**config.mk**
```make
export PLATFORM = sky130hd
export DESIGN_NAME = stream_find_and_replace_flat
export DESIGN_NICKNAME = d
export VERILOG_FILES = /design/src/sv/sfr_pkg.sv /design/src/sv/sfr_in_if.sv /design/src/sv/sfr_out_if.sv /design/src/sv/stream_find_and_replace.sv /design/src/flat_wrapper.sv
export SDC_FILE = /design/constraint.sdc
export NUM_CORES = 1
export LEC_CHECK = 0
export BUFFER_PORTS_ARGS = -buffer_cell sky130_fd_sc_hd__buf_2
export CAP_MARGIN = 5
export CELL_PAD_IN_SITES_DETAIL_PLACEMENT = 1
export CELL_PAD_IN_SITES_GLOBAL_PLACEMENT = 1
export CORE_MARGIN = 5
export CORE_UTILIZATION = 40
export DETAILED_ROUTE_END_ITERATION = 8
export PLACE_DENSITY = 0.72
export SKIP_CTS_REPAIR_TIMING = 1
export SYNTH_ARGS = -nofsm -noshare
export SYNTH_HDL_FRONTEND = slang
export SYNTH_SLANG_ARGS = --single-unit
```
**constraint.sdc**
```tcl
create_clock -name clk_i -period 13.8 [get_ports clk_i]
set_input_delay 1.38 -clock clk_i [delete_from_list [all_inputs] [get_ports clk_i]]
set_output_delay 1.38 -clock clk_i [all_outputs]
set_load 0.005 [all_outputs]
```
**src/sv/sfr_pkg.sv**
```systemverilog
// package with payload types, widths and register indexes of the find-and-replace block
`timescale 1ns / 1ps
`default_nettype none
package sfr_pkg;

  // fixed field widths
  localparam int unsigned BYTE_W  = 8;
  localparam int unsigned LEN_W   = 4;
  localparam int unsigned WORD_W  = 64;
  localparam int unsigned NBYTES  = WORD_W / BYTE_W;
  localparam int unsigned BIDX_W  = $clog2(NBYTES);
  localparam int unsigned DATA_W  = 64;
  localparam int unsigned ADDR_W  = 5;

  // register indexes
  localparam logic [1:0] REG_PATTERN_LEN   = 2'd0;
  localparam logic [1:0] REG_PATTERN_BYTES = 2'd1;
  localparam logic [1:0] REG_SUBST_LEN     = 2'd2;
  localparam logic [1:0] REG_SUBST_BYTES   = 2'd3;

  // input transaction payload
  typedef struct packed {
    logic [BYTE_W-1:0] in_byte;
    logic              end_of_text;
  } in_t;

  // output transaction payload
  typedef struct packed {
    logic [BYTE_W-1:0] out_byte;
    logic              is_empty;
    logic              is_last;
  } out_t;

  // byte i of a packed word, first byte in the lowest bits
  function automatic logic [BYTE_W-1:0] byte_at(logic [WORD_W-1:0] w, logic [BIDX_W-1:0] i);
    return w[i*BYTE_W +: BYTE_W];
  endfunction

endpackage
`default_nettype wire

```
**src/sv/sfr_in_if.sv**
```systemverilog
// valid/ready channel carrying input text bytes
`timescale 1ns / 1ps
`default_nettype none
interface sfr_in_if;
  logic          valid;
  logic          ready;
  sfr_pkg::in_t  data;

  modport source (output valid, output data, input ready);
  modport sink   (input valid, input data, output ready);
endinterface
`default_nettype wire

```
**src/sv/sfr_out_if.sv**
```systemverilog
// valid/ready channel carrying rewritten text bytes
`timescale 1ns / 1ps
`default_nettype none
interface sfr_out_if;
  logic          valid;
  logic          ready;
  sfr_pkg::out_t data;

  modport source (output valid, output data, input ready);
  modport sink   (input valid, input data, output ready);
endinterface
`default_nettype wire

```
**src/sv/stream_find_and_replace.sv**
```systemverilog
// streaming find-and-replace top level with config registers and result buffer
// Timing: the first result of a transaction is registered and appears in the cycle after it is accepted.
// Throughput: one input transaction per cycle while each gives at most one result and the receiver takes it;
//   a transaction with n results occupies the single result buffer until all n are taken, and the
//   next one is accepted in the cycle its last result is taken.
// Reset: rst_ni async active low clears the config registers, the prefix count and the buffer valid flag and index.
`timescale 1ns / 1ps
`default_nettype none
module stream_find_and_replace #(
  parameter int unsigned MAX_PATTERN = 8,
  parameter int unsigned MAX_SUBST   = 8
) (
  input  wire logic                         clk_i,
  input  wire logic                         rst_ni,
  sfr_in_if.sink                            in_i,
  sfr_out_if.source                         out_o,
  input  wire logic                         psel,
  input  wire logic                         penable,
  input  wire logic                         pwrite,
  input  wire logic [sfr_pkg::ADDR_W-1:0]   paddr,
  input  wire logic [sfr_pkg::DATA_W-1:0]   pwdata,
  output logic      [sfr_pkg::DATA_W-1:0]   prdata,
  output logic                              pready
);

  localparam int unsigned BW = sfr_pkg::BYTE_W;
  localparam int unsigned LW = sfr_pkg::LEN_W;
  localparam int unsigned IW = sfr_pkg::BIDX_W;

  // configuration registers
  logic [LW-1:0]              plen_q, plen_d;
  logic [sfr_pkg::WORD_W-1:0] pbytes_q, pbytes_d;
  logic [LW-1:0]              slen_q, slen_d;
  logic [sfr_pkg::WORD_W-1:0] sbytes_q, sbytes_d;
  logic [1:0]                 reg_idx;
  logic                       cfg_wr;
  logic                       pat_wr;
  logic [LW-1:0]              wr_len;

  // matcher state and result buffer
  logic [LW-1:0]  k_q, k_d;
  logic           buf_valid_q, buf_valid_d;
  logic           buf_sub_q, buf_sub_d;
  logic           buf_empty_q, buf_empty_d;
  logic           buf_eot_q, buf_eot_d;
  logic [LW-1:0]  buf_cnt_q, buf_cnt_d;
  logic [LW-1:0]  buf_k_q, buf_k_d;
  logic [IW-1:0]  buf_idx_q, buf_idx_d;
  logic [BW-1:0]  buf_b_q, buf_b_d;

  logic                   in_fire, out_fire, last_fire;
  logic [BW-1:0]          pat [MAX_PATTERN];
  logic [MAX_PATTERN:1]   bd_tab [MAX_PATTERN];
  logic [MAX_PATTERN:1]   bd_sel;
  logic [LW-1:0]          k_eff, cnt, j_len, m_cnt, k_nxt;
  logic                   is_sub;
  logic [BW-1:0]          b_in;

  assign reg_idx = paddr[sfr_pkg::ADDR_W-1:3];
  assign cfg_wr  = psel && penable && pwrite;
  assign pat_wr  = cfg_wr && (reg_idx == sfr_pkg::REG_PATTERN_LEN ||
                              reg_idx == sfr_pkg::REG_PATTERN_BYTES);
  assign wr_len  = pwdata[LW-1:0];
  assign pready  = 1'b1;

  // register writes with length saturation
  always_comb begin
    plen_d   = plen_q;
    pbytes_d = pbytes_q;
    slen_d   = slen_q;
    sbytes_d = sbytes_q;
    if (cfg_wr) begin
      unique case (reg_idx)
        sfr_pkg::REG_PATTERN_LEN:
          plen_d = (wr_len > LW'(MAX_PATTERN)) ? LW'(MAX_PATTERN) : wr_len;
        sfr_pkg::REG_PATTERN_BYTES: pbytes_d = pwdata;
        sfr_pkg::REG_SUBST_LEN:
          slen_d = (wr_len > LW'(MAX_SUBST)) ? LW'(MAX_SUBST) : wr_len;
        sfr_pkg::REG_SUBST_BYTES:   sbytes_d = pwdata;
        default: ;
      endcase
    end
  end

  // register read back
  always_comb begin
    unique case (reg_idx)
      sfr_pkg::REG_PATTERN_LEN:   prdata = sfr_pkg::DATA_W'(plen_q);
      sfr_pkg::REG_PATTERN_BYTES: prdata = pbytes_q;
      sfr_pkg::REG_SUBST_LEN:     prdata = sfr_pkg::DATA_W'(slen_q);
      sfr_pkg::REG_SUBST_BYTES:   prdata = sbytes_q;
      default:                    prdata = '0;
    endcase
  end

  // pattern bytes as an array
  always_comb begin
    for (int p = 0; p < MAX_PATTERN; p++) begin
      pat[p] = pbytes_q[p*BW +: BW];
    end
  end

  // border table: for a prefix of length kk, can a suffix of length jj-1
  // of that prefix be extended to a pattern prefix of length jj
  always_comb begin
    for (int kk = 0; kk < MAX_PATTERN; kk++) begin
      for (int jj = 1; jj <= MAX_PATTERN; jj++) begin
        bd_tab[kk][jj] = (jj <= kk + 1);
        if (jj <= kk + 1) begin
          for (int ii = 0; ii < jj - 1; ii++) begin
            if (pat[kk+1-jj+ii] != pat[ii]) begin
              bd_tab[kk][jj] = 1'b0;
            end
          end
        end
      end
    end
  end

  // handshakes
  assign out_fire  = buf_valid_q && out_o.ready;
  assign last_fire = out_fire && (LW'(buf_idx_q) + LW'(1) == buf_cnt_q);
  assign in_i.ready = !buf_valid_q || last_fire;
  assign in_fire   = in_i.valid && in_i.ready;
  assign b_in      = in_i.data.in_byte;

  // longest suffix of prefix plus new byte that is again a pattern prefix
  always_comb begin
    k_eff = (k_q >= plen_q) ? '0 : k_q;
    cnt   = k_eff + LW'(1);
    bd_sel = '0;
    for (int kk = 0; kk < MAX_PATTERN; kk++) begin
      if (k_eff == LW'(kk)) begin
        bd_sel = bd_tab[kk];
      end
    end
    j_len = '0;
    for (int jj = 1; jj <= MAX_PATTERN; jj++) begin
      if (bd_sel[jj] && b_in == pat[jj-1]) begin
        j_len = LW'(jj);
      end
    end
    // result descriptor and next prefix count
    if (plen_q == '0) begin
      is_sub = 1'b0;
      m_cnt  = LW'(1);
      k_nxt  = '0;
    end else if (j_len == plen_q) begin
      is_sub = 1'b1;
      m_cnt  = slen_q;
      k_nxt  = '0;
    end else begin
      is_sub = 1'b0;
      m_cnt  = in_i.data.end_of_text ? cnt : (cnt - j_len);
      k_nxt  = in_i.data.end_of_text ? '0 : j_len;
    end
    if (plen_q == '0) begin
      k_eff = '0;
    end
  end

  // buffer and state next values
  always_comb begin
    k_d         = k_q;
    buf_valid_d = buf_valid_q;
    buf_sub_d   = buf_sub_q;
    buf_empty_d = buf_empty_q;
    buf_eot_d   = buf_eot_q;
    buf_cnt_d   = buf_cnt_q;
    buf_k_d     = buf_k_q;
    buf_idx_d   = buf_idx_q;
    buf_b_d     = buf_b_q;
    if (out_fire) begin
      buf_idx_d = buf_idx_q + IW'(1);
    end
    if (last_fire) begin
      buf_valid_d = 1'b0;
    end
    if (in_fire) begin
      k_d = k_nxt;
      if (m_cnt != '0 || in_i.data.end_of_text) begin
        buf_valid_d = 1'b1;
        buf_sub_d   = is_sub;
        buf_empty_d = (m_cnt == '0);
        buf_eot_d   = in_i.data.end_of_text;
        buf_cnt_d   = (m_cnt == '0) ? LW'(1) : m_cnt;
        buf_k_d     = k_eff;
        buf_idx_d   = '0;
        buf_b_d     = b_in;
      end
    end
    if (pat_wr) begin
      k_d = '0;
    end
  end

  // registers
  always_ff @(posedge clk_i or negedge rst_ni) begin
    if (!rst_ni) begin
      plen_q      <= '0;
      pbytes_q    <= '0;
      slen_q      <= '0;
      sbytes_q    <= '0;
      k_q         <= '0;
      buf_valid_q <= 1'b0;
      buf_idx_q   <= '0;
    end else begin
      plen_q      <= plen_d;
      pbytes_q    <= pbytes_d;
      slen_q      <= slen_d;
      sbytes_q    <= sbytes_d;
      k_q         <= k_d;
      buf_valid_q <= buf_valid_d;
      buf_idx_q   <= buf_idx_d;
    end
  end

  // buffer payload
  always_ff @(posedge clk_i) begin
    buf_sub_q   <= buf_sub_d;
    buf_empty_q <= buf_empty_d;
    buf_eot_q   <= buf_eot_d;
    buf_cnt_q   <= buf_cnt_d;
    buf_k_q     <= buf_k_d;
    buf_b_q     <= buf_b_d;
  end

  // output byte selection
  always_comb begin
    out_o.valid = buf_valid_q;
    if (buf_empty_q) begin
      out_o.data.out_byte = '0;
    end else if (buf_sub_q) begin
      out_o.data.out_byte = sfr_pkg::byte_at(sbytes_q, buf_idx_q);
    end else if (LW'(buf_idx_q) < buf_k_q) begin
      out_o.data.out_byte = sfr_pkg::byte_at(pbytes_q, buf_idx_q);
    end else begin
      out_o.data.out_byte = buf_b_q;
    end
    out_o.data.is_empty = buf_empty_q;
    out_o.data.is_last  = buf_eot_q && (LW'(buf_idx_q) + LW'(1) == buf_cnt_q);
  end

  // checks
  a_idx_in_range: assert property (@(posedge clk_i) disable iff (!rst_ni)
    buf_valid_q |-> (LW'(buf_idx_q) < buf_cnt_q))
    else $error("result index past count");

  a_prefix_below_len: assert property (@(posedge clk_i) disable iff (!rst_ni)
    (k_q == '0) || (k_q < plen_q))
    else $error("prefix count not below pattern length");

  a_eot_clears_prefix: assert property (@(posedge clk_i) disable iff (!rst_ni)
    (in_fire && in_i.data.end_of_text) |=> (k_q == '0))
    else $error("prefix count kept after end of text");

endmodule
`default_nettype wire

```
**src/flat_wrapper.sv**
```systemverilog
// flat-port wrapper written by rule: the top's interface ports become plain ports
module stream_find_and_replace_flat 
#(
  parameter int unsigned MAX_PATTERN = 8,
  parameter int unsigned MAX_SUBST   = 8
)
  (clk_i, rst_ni, psel, penable, pwrite, paddr, pwdata, prdata, pready, in_i_valid, in_i_data, in_i_ready, out_o_valid, out_o_data, out_o_ready);
  sfr_in_if in_i_i ();
  sfr_out_if out_o_i ();
  input  wire logic clk_i;
  input  wire logic rst_ni;
  input  wire logic psel;
  input  wire logic penable;
  input  wire logic pwrite;
  input  wire logic [sfr_pkg::ADDR_W-1:0] paddr;
  input  wire logic [sfr_pkg::DATA_W-1:0] pwdata;
  output logic      [sfr_pkg::DATA_W-1:0] prdata;
  output logic pready;
  input wire logic [$bits(in_i_i.valid)-1:0] in_i_valid;
  input wire logic [$bits(in_i_i.data)-1:0] in_i_data;
  output wire logic [$bits(in_i_i.ready)-1:0] in_i_ready;
  output wire logic [$bits(out_o_i.valid)-1:0] out_o_valid;
  output wire logic [$bits(out_o_i.data)-1:0] out_o_data;
  input wire logic [$bits(out_o_i.ready)-1:0] out_o_ready;
  assign in_i_i.valid = in_i_valid;
  assign in_i_i.data = in_i_data;
  assign in_i_ready = in_i_i.ready;
  assign out_o_valid = out_o_i.valid;
  assign out_o_data = out_o_i.data;
  assign out_o_i.ready = out_o_ready;
  stream_find_and_replace #(.MAX_PATTERN(MAX_PATTERN), .MAX_SUBST(MAX_SUBST)) u_core (.clk_i(clk_i), .rst_ni(rst_ni), .in_i(in_i_i), .out_o(out_o_i), .psel(psel), .penable(penable), .pwrite(pwrite), .paddr(paddr), .pwdata(pwdata), .prdata(prdata), .pready(pready));
endmodule
```
==> flow_results.xml, run 1 <==
<?xml version="1.0" encoding="UTF-8"?>
<metrics>
  <group name="run_status">
    <metric name="status" unit="">finished clean</metric>
  </group>
  <group name="global_route">
    <metric name="grt_first_pass_wirelength" unit="mm">67.3</metric>
    <metric name="grt_max_degree" unit="">76</metric>
    <metric name="number_of_global_route_vias_before_repair" unit="">10600</metric>
    <metric name="grt.overflow.total" unit="">0</metric>
    <metric name="grt_antenna_before_repair" unit="">3</metric>
    <metric name="globalRouteTotalUtil" unit="">0.249</metric>
  </group>
  <group name="finish">
    <metric name="layout.filler_cells" unit="">3430</metric>
    <metric name="flow.area_growth_from_synthesis" unit="%">10.8</metric>
    <metric name="finalNonFillerCells" unit="">1630</metric>
    <metric name="number_of_nets_in_the_final_layout" unit="">1320</metric>
    <metric name="final_cell_mix" unit="">xor2_1 (171), buf_2 (155), dfrtp_1 (142)</metric>
    <metric name="multiInputGateArea" unit="um^2">7660</metric>
    <metric name="seq_area" unit="um^2">4180</metric>
    <metric name="commonest_non_fill_non_tap_cell_in_the_layout" unit="">xor2_1</metric>
    <metric name="drive_gt1_frac" unit="">0.319</metric>
  </group>
  <group name="placed_design">
    <metric name="dpl.hpwl" unit="mm">31.1</metric>
    <metric name="placement.io_buffers" unit="">157</metric>
    <metric name="gp_congestion" unit="">0.900</metric>
    <metric name="place.detailed.instances" unit="">1597</metric>
  </group>
  <group name="synthesis">
    <metric name="dominantRegCellSynth" unit="">dfrtp_1</metric>
    <metric name="yosysSeqAreaShare" unit="">0.335</metric>
    <metric name="synthArstFlopShare" unit="">0.883</metric>
    <metric name="post-synth-top-area-cell" unit="">dfrtp_1</metric>
    <metric name="synth.top_cells.by_area" unit="">dfrtp_1 (29%), mux2_2 (12%), xor2_1 (12%)</metric>
    <metric name="mappedNetlistArea" unit="um^2">12500</metric>
    <metric name="ys_seq_elements" unit="">163</metric>
    <metric name="ys_warn_count" unit="">0</metric>
    <metric name="number_of_enable_flip_flop_cells_after_synthesis" unit="">19</metric>
    <metric name="synth_fp_nets" unit="">1244</metric>
    <metric name="yosysUniqueCellTypes" unit="">68</metric>
    <metric name="synth_area_per_cell" unit="um^2">10.9</metric>
    <metric name="synth_top_area_share" unit="">0.289</metric>
    <metric name="postSynthCellCount" unit="">1144</metric>
  </group>
  <group name="floorplan">
    <metric name="dieArea" unit="um^2">34800</metric>
    <metric name="initial_core_utilization" unit="">0.407</metric>
    <metric name="floorplan.rows" unit="">64</metric>
    <metric name="ios" unit="">162</metric>
    <metric name="fp.dieH" unit="um">187</metric>
    <metric name="core_area" unit="um^2">30700</metric>
    <metric name="floorplan.die.width" unit="um">187</metric>
  </group>
  <group name="sta">
    <metric name="final_worst_clock_skew" unit="ps">20.7</metric>
    <metric name="setup_repair_after_global_routing_missed_its_margin" unit="">no</metric>
    <metric name="max_freq" unit="MHz">150</metric>
    <metric name="slew_headroom" unit="">0.212</metric>
    <metric name="slew_violations" unit="">0</metric>
    <metric name="totalNegativeSetupSlack" unit="ps">0</metric>
    <metric name="period_minus_slack" unit="ps">6650</metric>
    <metric name="finalSetupViolations" unit="">0</metric>
    <metric name="finalHoldViolations" unit="">0</metric>
    <metric name="timing.final.crit_share" unit="">0.482</metric>
    <metric name="worst_slew_pin_slew" unit="ps">1180</metric>
  </group>
  <group name="min_path">
    <metric name="whs_path_depth" unit="">1</metric>
    <metric name="hold_path.startpoint" unit="">u_core.sbytes_q[57]</metric>
    <metric name="min-delay-path-class" unit="">reg2reg</metric>
  </group>
  <group name="detailed_routing">
    <metric name="first_pass_iteration_count_of_the_detailed_router" unit="">6</metric>
    <metric name="post_drt_wl_per_cell" unit="um">27.2</metric>
    <metric name="antenna_violating_nets_post_route" unit="">0</metric>
    <metric name="post_drt_via_cell_ratio" unit="">6.05</metric>
    <metric name="drtIter0Drc" unit="">715</metric>
    <metric name="drc" unit="">0</metric>
    <metric name="finalWirelength" unit="mm">44.4</metric>
    <metric name="num_vias" unit="">9855</metric>
  </group>
  <group name="setup_path">
    <metric name="critPathTopFamily" unit="">compound AO/OA/AOI/OAI gates</metric>
    <metric name="critical_path.reg2reg.endpoint" unit="">u_core.buf_b_q[5]</metric>
    <metric name="critical_path.slowest_cell" unit="">or3b_2</metric>
    <metric name="critPathLaunchType" unit="">register</metric>
    <metric name="timing.critical_path.slowest_cell_delay" unit="ps">510</metric>
    <metric name="reg2reg_setup_slack" unit="ps">7150</metric>
    <metric name="timing.critical_path.cells" unit="">inv_1 -&gt; ha_1 -&gt; or3b_2 -&gt; a21oi_1 -&gt; nand2_1 -&gt; inv_1 -&gt; ha_1 -&gt; o2111ai_1 -&gt; a21oi_1 -&gt; or3_1 -&gt; a211o_1 -&gt; a22oi_2 -&gt; o31ai_2 -&gt; ha_1 -&gt; inv_1 -&gt; a21o_1 -&gt; a21oi_1 -&gt; xnor2_1 -&gt; nor2_1 -&gt; xnor2_1 -&gt; nor4_1 -&gt; a31oi_2 -&gt; buf_4</metric>
    <metric name="endpoint_class_of_the_critical_path" unit="">register</metric>
    <metric name="rr_worst_depth" unit="">23</metric>
    <metric name="path_max_fanout" unit="">22</metric>
    <metric name="worst_path_arrival_time" unit="ps">6760</metric>
    <metric name="critical_path.endpoint" unit="">u_core.buf_b_q[5]</metric>
    <metric name="worstPathBufferInverterCount" unit="">4</metric>
    <metric name="reg2reg_from" unit="">u_core.plen_q[1]</metric>
    <metric name="kind_of_critical_path" unit="">reg2reg</metric>
    <metric name="timing.critical_path.depth" unit="">23</metric>
    <metric name="critPathRequiredTime" unit="ps">13910</metric>
    <metric name="critPathLaunch" unit="">u_core.plen_q[1]</metric>
  </group>
  <group name="clock_tree">
    <metric name="cts_made_buffers" unit="">17</metric>
    <metric name="numClockSinks" unit="">163</metric>
    <metric name="clock_insertion_delay_worst_skew" unit="ps">450</metric>
    <metric name="reg_clk_slew_reported_paths" unit="ps">70</metric>
    <metric name="cts-root-buf" unit="">clkbuf_16</metric>
    <metric name="clk_path_buf_depth" unit="">2</metric>
    <metric name="cts_tree" unit="">built</metric>
    <metric name="cts_max_level" unit="">4</metric>
  </group>
  <group name="pwr">
    <metric name="total_leakage_power" unit="uW">0.00608</metric>
    <metric name="pd_cells" unit="nW/um^2">162</metric>
    <metric name="worst_ir_drop_vdd" unit="V">0.0000909</metric>
  </group>
  <group name="run">
    <metric name="number_of_max_cap_violations" unit="">0</metric>
  </group>
</metrics>
## power breakdown
part	switching, uW	total [uW]	internal [uW]
logic	439	892	452
registers	297	884	587
clock network	219	469	250
## area by class of cell
| cell class | instances | area share |
|---|---|---|
| inverters | 15 | 0.00407 |
| clock inverters | 11 | 0.00661 |
| repair buffers | 168 | 0.0634 |
| well taps | 396 | 0.0358 |
| flip-flops and latches | 163 | 0.302 |
| multi-input cells | 855 | 0.554 |
| clock buffers | 21 | 0.0340 |
| diodes | 1 | 0.000181 |
## through the flow
stage / cell area (um^2) / worst slack, ps / total power (uW) / utilization / hold slack (ps)
floorplan: 12500 / 7860 / 1440 / - / 492
global placement: 13300 / 7360 / 1720 / 0.432 / 509
detailed placement: 13300 / 7220 / 1760 / 0.432 / 516
CTS: 13800 / 7190 / 2240 / 0.451 / 532
global route: 13800 / 6660 / 2350 / 0.451 / 545
finish: 13800 / 7150 / 2240 / 0.451 / 528
## registers in the layout, summed over array words and instances, names as in the netlist
register and cells:
u_core.buf_empty_q 1, u_core.buf_k_q 4, u_core.buf_cnt_q 4, u_core.buf_b_q 8, u_core.plen_q 4, u_core.slen_q 4, u_core.buf_eot_q 1, u_core.out_o.valid 1
u_core.buf_idx_q 3, u_core.pbytes_q 64, u_core.k_q 4, u_core.sbytes_q 64, u_core.buf_sub_q 1
## cell usage after synthesis, types with 26 or more instances
master	number
mux2i_1	82
nand4_1	26
nor4_1	41
mux4_2	36
nor2b_1	64
nand2_1	33
nor2_1	27
mux2_2	134
clkbuf_1	41
xnor2_1	72
dfrtp_1	144
xor2_1	171
buf_2	37
## how the worst min path moves through the flow
stage	endpoint	slack [ps]
6_report	u_core.sbytes_q[57]	530
3_5_place_dp	u_core.sbytes_q[51]	520
2_1_floorplan	u_core.sbytes_q[0]	490
5_1_grt	u_core.sbytes_q[57]	540
4_1_cts	u_core.sbytes_q[57]	530
3_3_place_gp	u_core.sbytes_q[35]	510
## metal layers
| metal | vias to the layer above | global-route usage | wire, um |
|---|---|---|---|
| met2 | 463 | 0.400 | 20500 |
| met4 | 4 | 0.0860 | 1490 |
| li1 | 4221 | - | - |
| met5 | - | 0 | 21 |
| met3 | 102 | 0.0482 | 2870 |
| met1 | 5065 | 0.338 | 19600 |
## logic make-up (layout without fill, tap and decap cells)
group                      count (synthesis)  in the layout  share of synthesized area
other                                      1              2                   0.000301
AOI/OAI and AO/OA                         88             88                     0.0523
xor gates and xnor gates                 244            244                      0.172
muxes                                    253            253                      0.253
DFF                                      163            163                      0.335
and+or+nand+nor                          254            254                      0.120
buffers and inverters                    126            215                     0.0528
adders and majority gates                 15             15                     0.0156
No activity file was read; power rests on OpenSTA's default activity.
==> run 2: changes to the inputs <==
--- a/config.mk
+++ b/config.mk
@@ -5,6 +5,7 @@
 export SDC_FILE = /design/constraint.sdc
 export NUM_CORES = 1
 export LEC_CHECK = 0
+export ABC_AREA = 1
 export BUFFER_PORTS_ARGS = -buffer_cell sky130_fd_sc_hd__buf_2
 export CAP_MARGIN = 5
 export CELL_PAD_IN_SITES_DETAIL_PLACEMENT = 1
@@ -12,7 +13,7 @@
 export CORE_MARGIN = 5
 export CORE_UTILIZATION = 40
 export DETAILED_ROUTE_END_ITERATION = 8
-export PLACE_DENSITY = 0.72
+export PLACE_DENSITY = 0.78
 export SKIP_CTS_REPAIR_TIMING = 1
 export SYNTH_ARGS = -nofsm -noshare
 export SYNTH_HDL_FRONTEND = slang
==> constraint.sdc (replaced) <==
create_clock -name clk_i -period 6.2 [get_ports clk_i]
set_input_delay 0.62 -clock clk_i [delete_from_list [all_inputs] [get_ports clk_i]]
set_output_delay 0.62 -clock clk_i [all_outputs]
set_load 0.005 [all_outputs]
==> flow_results.xml, run 2 <==
<?xml version="1.0" encoding="UTF-8"?>
<metrics>
  <group name="synthesis">
    <metric name="ys_seq_elements" unit="">163</metric>
    <metric name="yosysSeqAreaShare" unit="">0.336</metric>
    <metric name="dominantRegCellSynth" unit="">dfrtp_1</metric>
    <metric name="synth_fp_nets" unit="">1876</metric>
    <metric name="mappedNetlistArea" unit="um^2">12400</metric>
    <metric name="synth_area_per_cell" unit="um^2">7.00</metric>
    <metric name="post_synth_most_frequent_cells" unit="">nand2_1 (487), o21ai_0 (204), inv_1 (161)</metric>
    <metric name="synthArstFlopShare" unit="">0.883</metric>
    <metric name="post-synth-top-area-cell" unit="">dfrtp_1</metric>
    <metric name="number_of_enable_flip_flop_cells_after_synthesis" unit="">19</metric>
    <metric name="synth_top_area_share" unit="">0.290</metric>
    <metric name="synth.top_cells.by_area" unit="">dfrtp_1 (29%), nand2_1 (15%), o21ai_0 (8.2%)</metric>
    <metric name="ys_warn_count" unit="">0</metric>
    <metric name="postSynthCellCount" unit="">1776</metric>
    <metric name="yosysUniqueCellTypes" unit="">54</metric>
    <metric name="yosysMostFrequentCell" unit="">nand2_1</metric>
  </group>
  <group name="finish">
    <metric name="number_of_nets_in_the_final_layout" unit="">1938</metric>
    <metric name="layout.filler_cells" unit="">4024</metric>
    <metric name="drive_gt1_frac" unit="">0.159</metric>
    <metric name="layout.core_utilization" unit="">0.449</metric>
    <metric name="final_cell_mix" unit="">nand2_1 (486), o21ai_0 (204), inv_1 (160)</metric>
    <metric name="flow.area_growth_from_synthesis" unit="%">10.8</metric>
    <metric name="layout_top_registers" unit="">u_core.pbytes_q x64, u_core.sbytes_q x64, u_core.buf_b_q x8</metric>
    <metric name="n_antenna_cell" unit="">0</metric>
    <metric name="commonest_non_fill_non_tap_cell_in_the_layout" unit="">nand2_1</metric>
  </group>
  <group name="sta">
    <metric name="worst_hold_slack" unit="ps">135</metric>
    <metric name="slew_violations" unit="">0</metric>
    <metric name="worst_slew_pin_slew" unit="ps">1020</metric>
    <metric name="finalHoldViolations" unit="">0</metric>
    <metric name="totalNegativeSetupSlack" unit="ps">0</metric>
    <metric name="period_minus_slack" unit="ps">5430</metric>
    <metric name="timing.final.crit_share" unit="">0.876</metric>
    <metric name="setup_repair_after_global_routing_missed_its_margin" unit="">no</metric>
    <metric name="max_freq" unit="MHz">184</metric>
    <metric name="slew_headroom" unit="">0.322</metric>
    <metric name="finalSetupViolations" unit="">0</metric>
    <metric name="final_worst_clock_skew" unit="ps">11.6</metric>
  </group>
  <group name="global_route">
    <metric name="globalRouteTotalUtil" unit="">0.313</metric>
    <metric name="grt_antenna_before_repair" unit="">0</metric>
    <metric name="number_of_global_route_vias_before_repair" unit="">13600</metric>
    <metric name="grt_max_degree" unit="">91</metric>
    <metric name="grt.overflow.total" unit="">0</metric>
    <metric name="grt_first_pass_wirelength" unit="mm">82.4</metric>
  </group>
  <group name="setup_path">
    <metric name="worstPathBufferInverterCount" unit="">8</metric>
    <metric name="reg2reg_setup_slack" unit="ps">770</metric>
    <metric name="path_max_fanout" unit="">19</metric>
    <metric name="endpoint_class_of_the_critical_path" unit="">register</metric>
    <metric name="critPathRequiredTime" unit="ps">6410</metric>
    <metric name="worst_path_arrival_time" unit="ps">5650</metric>
    <metric name="critical-path-top-cell-by-count" unit="">nand2_1</metric>
    <metric name="timing.critical_path.slowest_cell_delay" unit="ps">580</metric>
    <metric name="critPathTopFamily" unit="">simple AND/OR/NAND/NOR gates</metric>
    <metric name="critical_path.slowest_cell" unit="">dfrtp_1</metric>
    <metric name="kind_of_critical_path" unit="">reg2reg</metric>
    <metric name="critPathLaunchType" unit="">register</metric>
  </group>
  <group name="detailed_routing">
    <metric name="antenna_violating_nets_post_route" unit="">0</metric>
    <metric name="drc" unit="">0</metric>
    <metric name="num_vias" unit="">13100</metric>
    <metric name="finalWirelength" unit="mm">54.0</metric>
    <metric name="post_drt_wl_per_cell" unit="um">24.0</metric>
    <metric name="drtIter0Drc" unit="">1191</metric>
    <metric name="post_drt_via_cell_ratio" unit="">5.84</metric>
    <metric name="first_pass_iteration_count_of_the_detailed_router" unit="">5</metric>
  </group>
  <group name="clock_tree">
    <metric name="clk_path_buf_depth" unit="">2</metric>
    <metric name="reg_clk_slew_reported_paths" unit="ps">70</metric>
    <metric name="cts_max_level" unit="">4</metric>
    <metric name="numClockSinks" unit="">163</metric>
    <metric name="cts_made_buffers" unit="">17</metric>
    <metric name="cts-root-buf" unit="">clkbuf_16</metric>
    <metric name="clock_insertion_delay_worst_skew" unit="ps">460</metric>
    <metric name="cts_tree" unit="">built</metric>
  </group>
  <group name="pwr">
    <metric name="pd_cells" unit="nW/um^2">385</metric>
    <metric name="total_leakage_power" unit="uW">0.00643</metric>
    <metric name="worst_ir_drop_vdd" unit="V">0.000216</metric>
  </group>
  <group name="floorplan">
    <metric name="core_area" unit="um^2">30700</metric>
    <metric name="floorplan.rows" unit="">64</metric>
    <metric name="initial_core_utilization" unit="">0.405</metric>
    <metric name="fp.dieH" unit="um">186</metric>
    <metric name="dieArea" unit="um^2">34700</metric>
    <metric name="floorplan.die.width" unit="um">186</metric>
    <metric name="ios" unit="">162</metric>
  </group>
  <group name="min_path">
    <metric name="min-delay-path-class" unit="">in2async</metric>
  </group>
  <group name="placed_design">
    <metric name="dpl.hpwl" unit="mm">40.1</metric>
    <metric name="placement.io_buffers" unit="">157</metric>
    <metric name="gp_congestion" unit="">1.00</metric>
  </group>
  <group name="run">
    <metric name="number_of_max_cap_violations" unit="">0</metric>
  </group>
  <group name="run_status">
    <metric name="status" unit="">finished clean</metric>
  </group>
</metrics>
run 2: changes by cell type in the layout (fill, tap and decap cells not counted), sizes merged, moves of 82 or more:
cell,change
nand2,+468
o21ai,+195
inv,+192
mux2,-135
xor2,-106
mux2i,-82
run 2: stage by stage:
step                      instances  worst slack (ps)  area, um^2  power (uW)
after global placement         2214               862       13100        3970
after global routing           2247               149       13800        5570
after floorplan                1776              1570       12400        3190
final                          2247               766       13800        5300
after CTS                      2246               508       13700        5230
after detailed placement       2214               590       13100        4040
run 2: cell type report:
type | instances | area (um^2) | area share
sequential | 163 | 4180 | 0.303
timing repair buffer | 171 | 910 | 0.0661
clock buffer | 18 | 450 | 0.0327
inverter | 212 | 816 | 0.0593
tap | 396 | 495 | 0.0360
clock inverter | 14 | 179 | 0.0130
multi-input combinational | 1273 | 6740 | 0.490
run 2: kinds of logic (layout without fill, tap and decap cells):
family / after synthesis / in the layout / share of synthesized area
and+or+nand+nor: 720 / 720 / 0.249
AOI/OAI and AO/OA: 389 / 389 / 0.172
buffers and inverters: 340 / 415 / 0.123
DFF: 163 / 163 / 0.336
xor gates and xnor gates: 148 / 148 / 0.104
adders and majority gates: 15 / 15 / 0.0157
other: 1 / 1 / 0.000302
run 2: path summary, 6_finish.rpt:
path / from / end / depth (start not counted)
worst min register to register: u_core.sbytes_q[20] / u_core.sbytes_q[20] / 2
worst min-delay path: rst_ni / u_core.sbytes_q[56] / 1
max in group asynchronous: rst_ni / u_core.sbytes_q[33] / 2
worst max register to register: u_core.k_q[3] / u_core.buf_b_q[5] / 38
min in group clk_i: pwdata[60] / u_core.sbytes_q[60] / 3
worst max-delay path: u_core.k_q[3] / u_core.buf_b_q[5] / 38
run 2: report_power, final:
group | switching [uW] | internal, uW | total, uW
logic | 1500 | 783 | 2290
clock network | 519 | 638 | 1160
registers | 532 | 1320 | 1860
run 2: per-layer routing:
layer	routed length, um	global-route usage	up-vias
li1	-	-	5871
met1	23300	0.428	6554
met2	24400	0.490	589
met3	4560	0.0714	107
met4	1760	0.111	0
met5	0	0	-
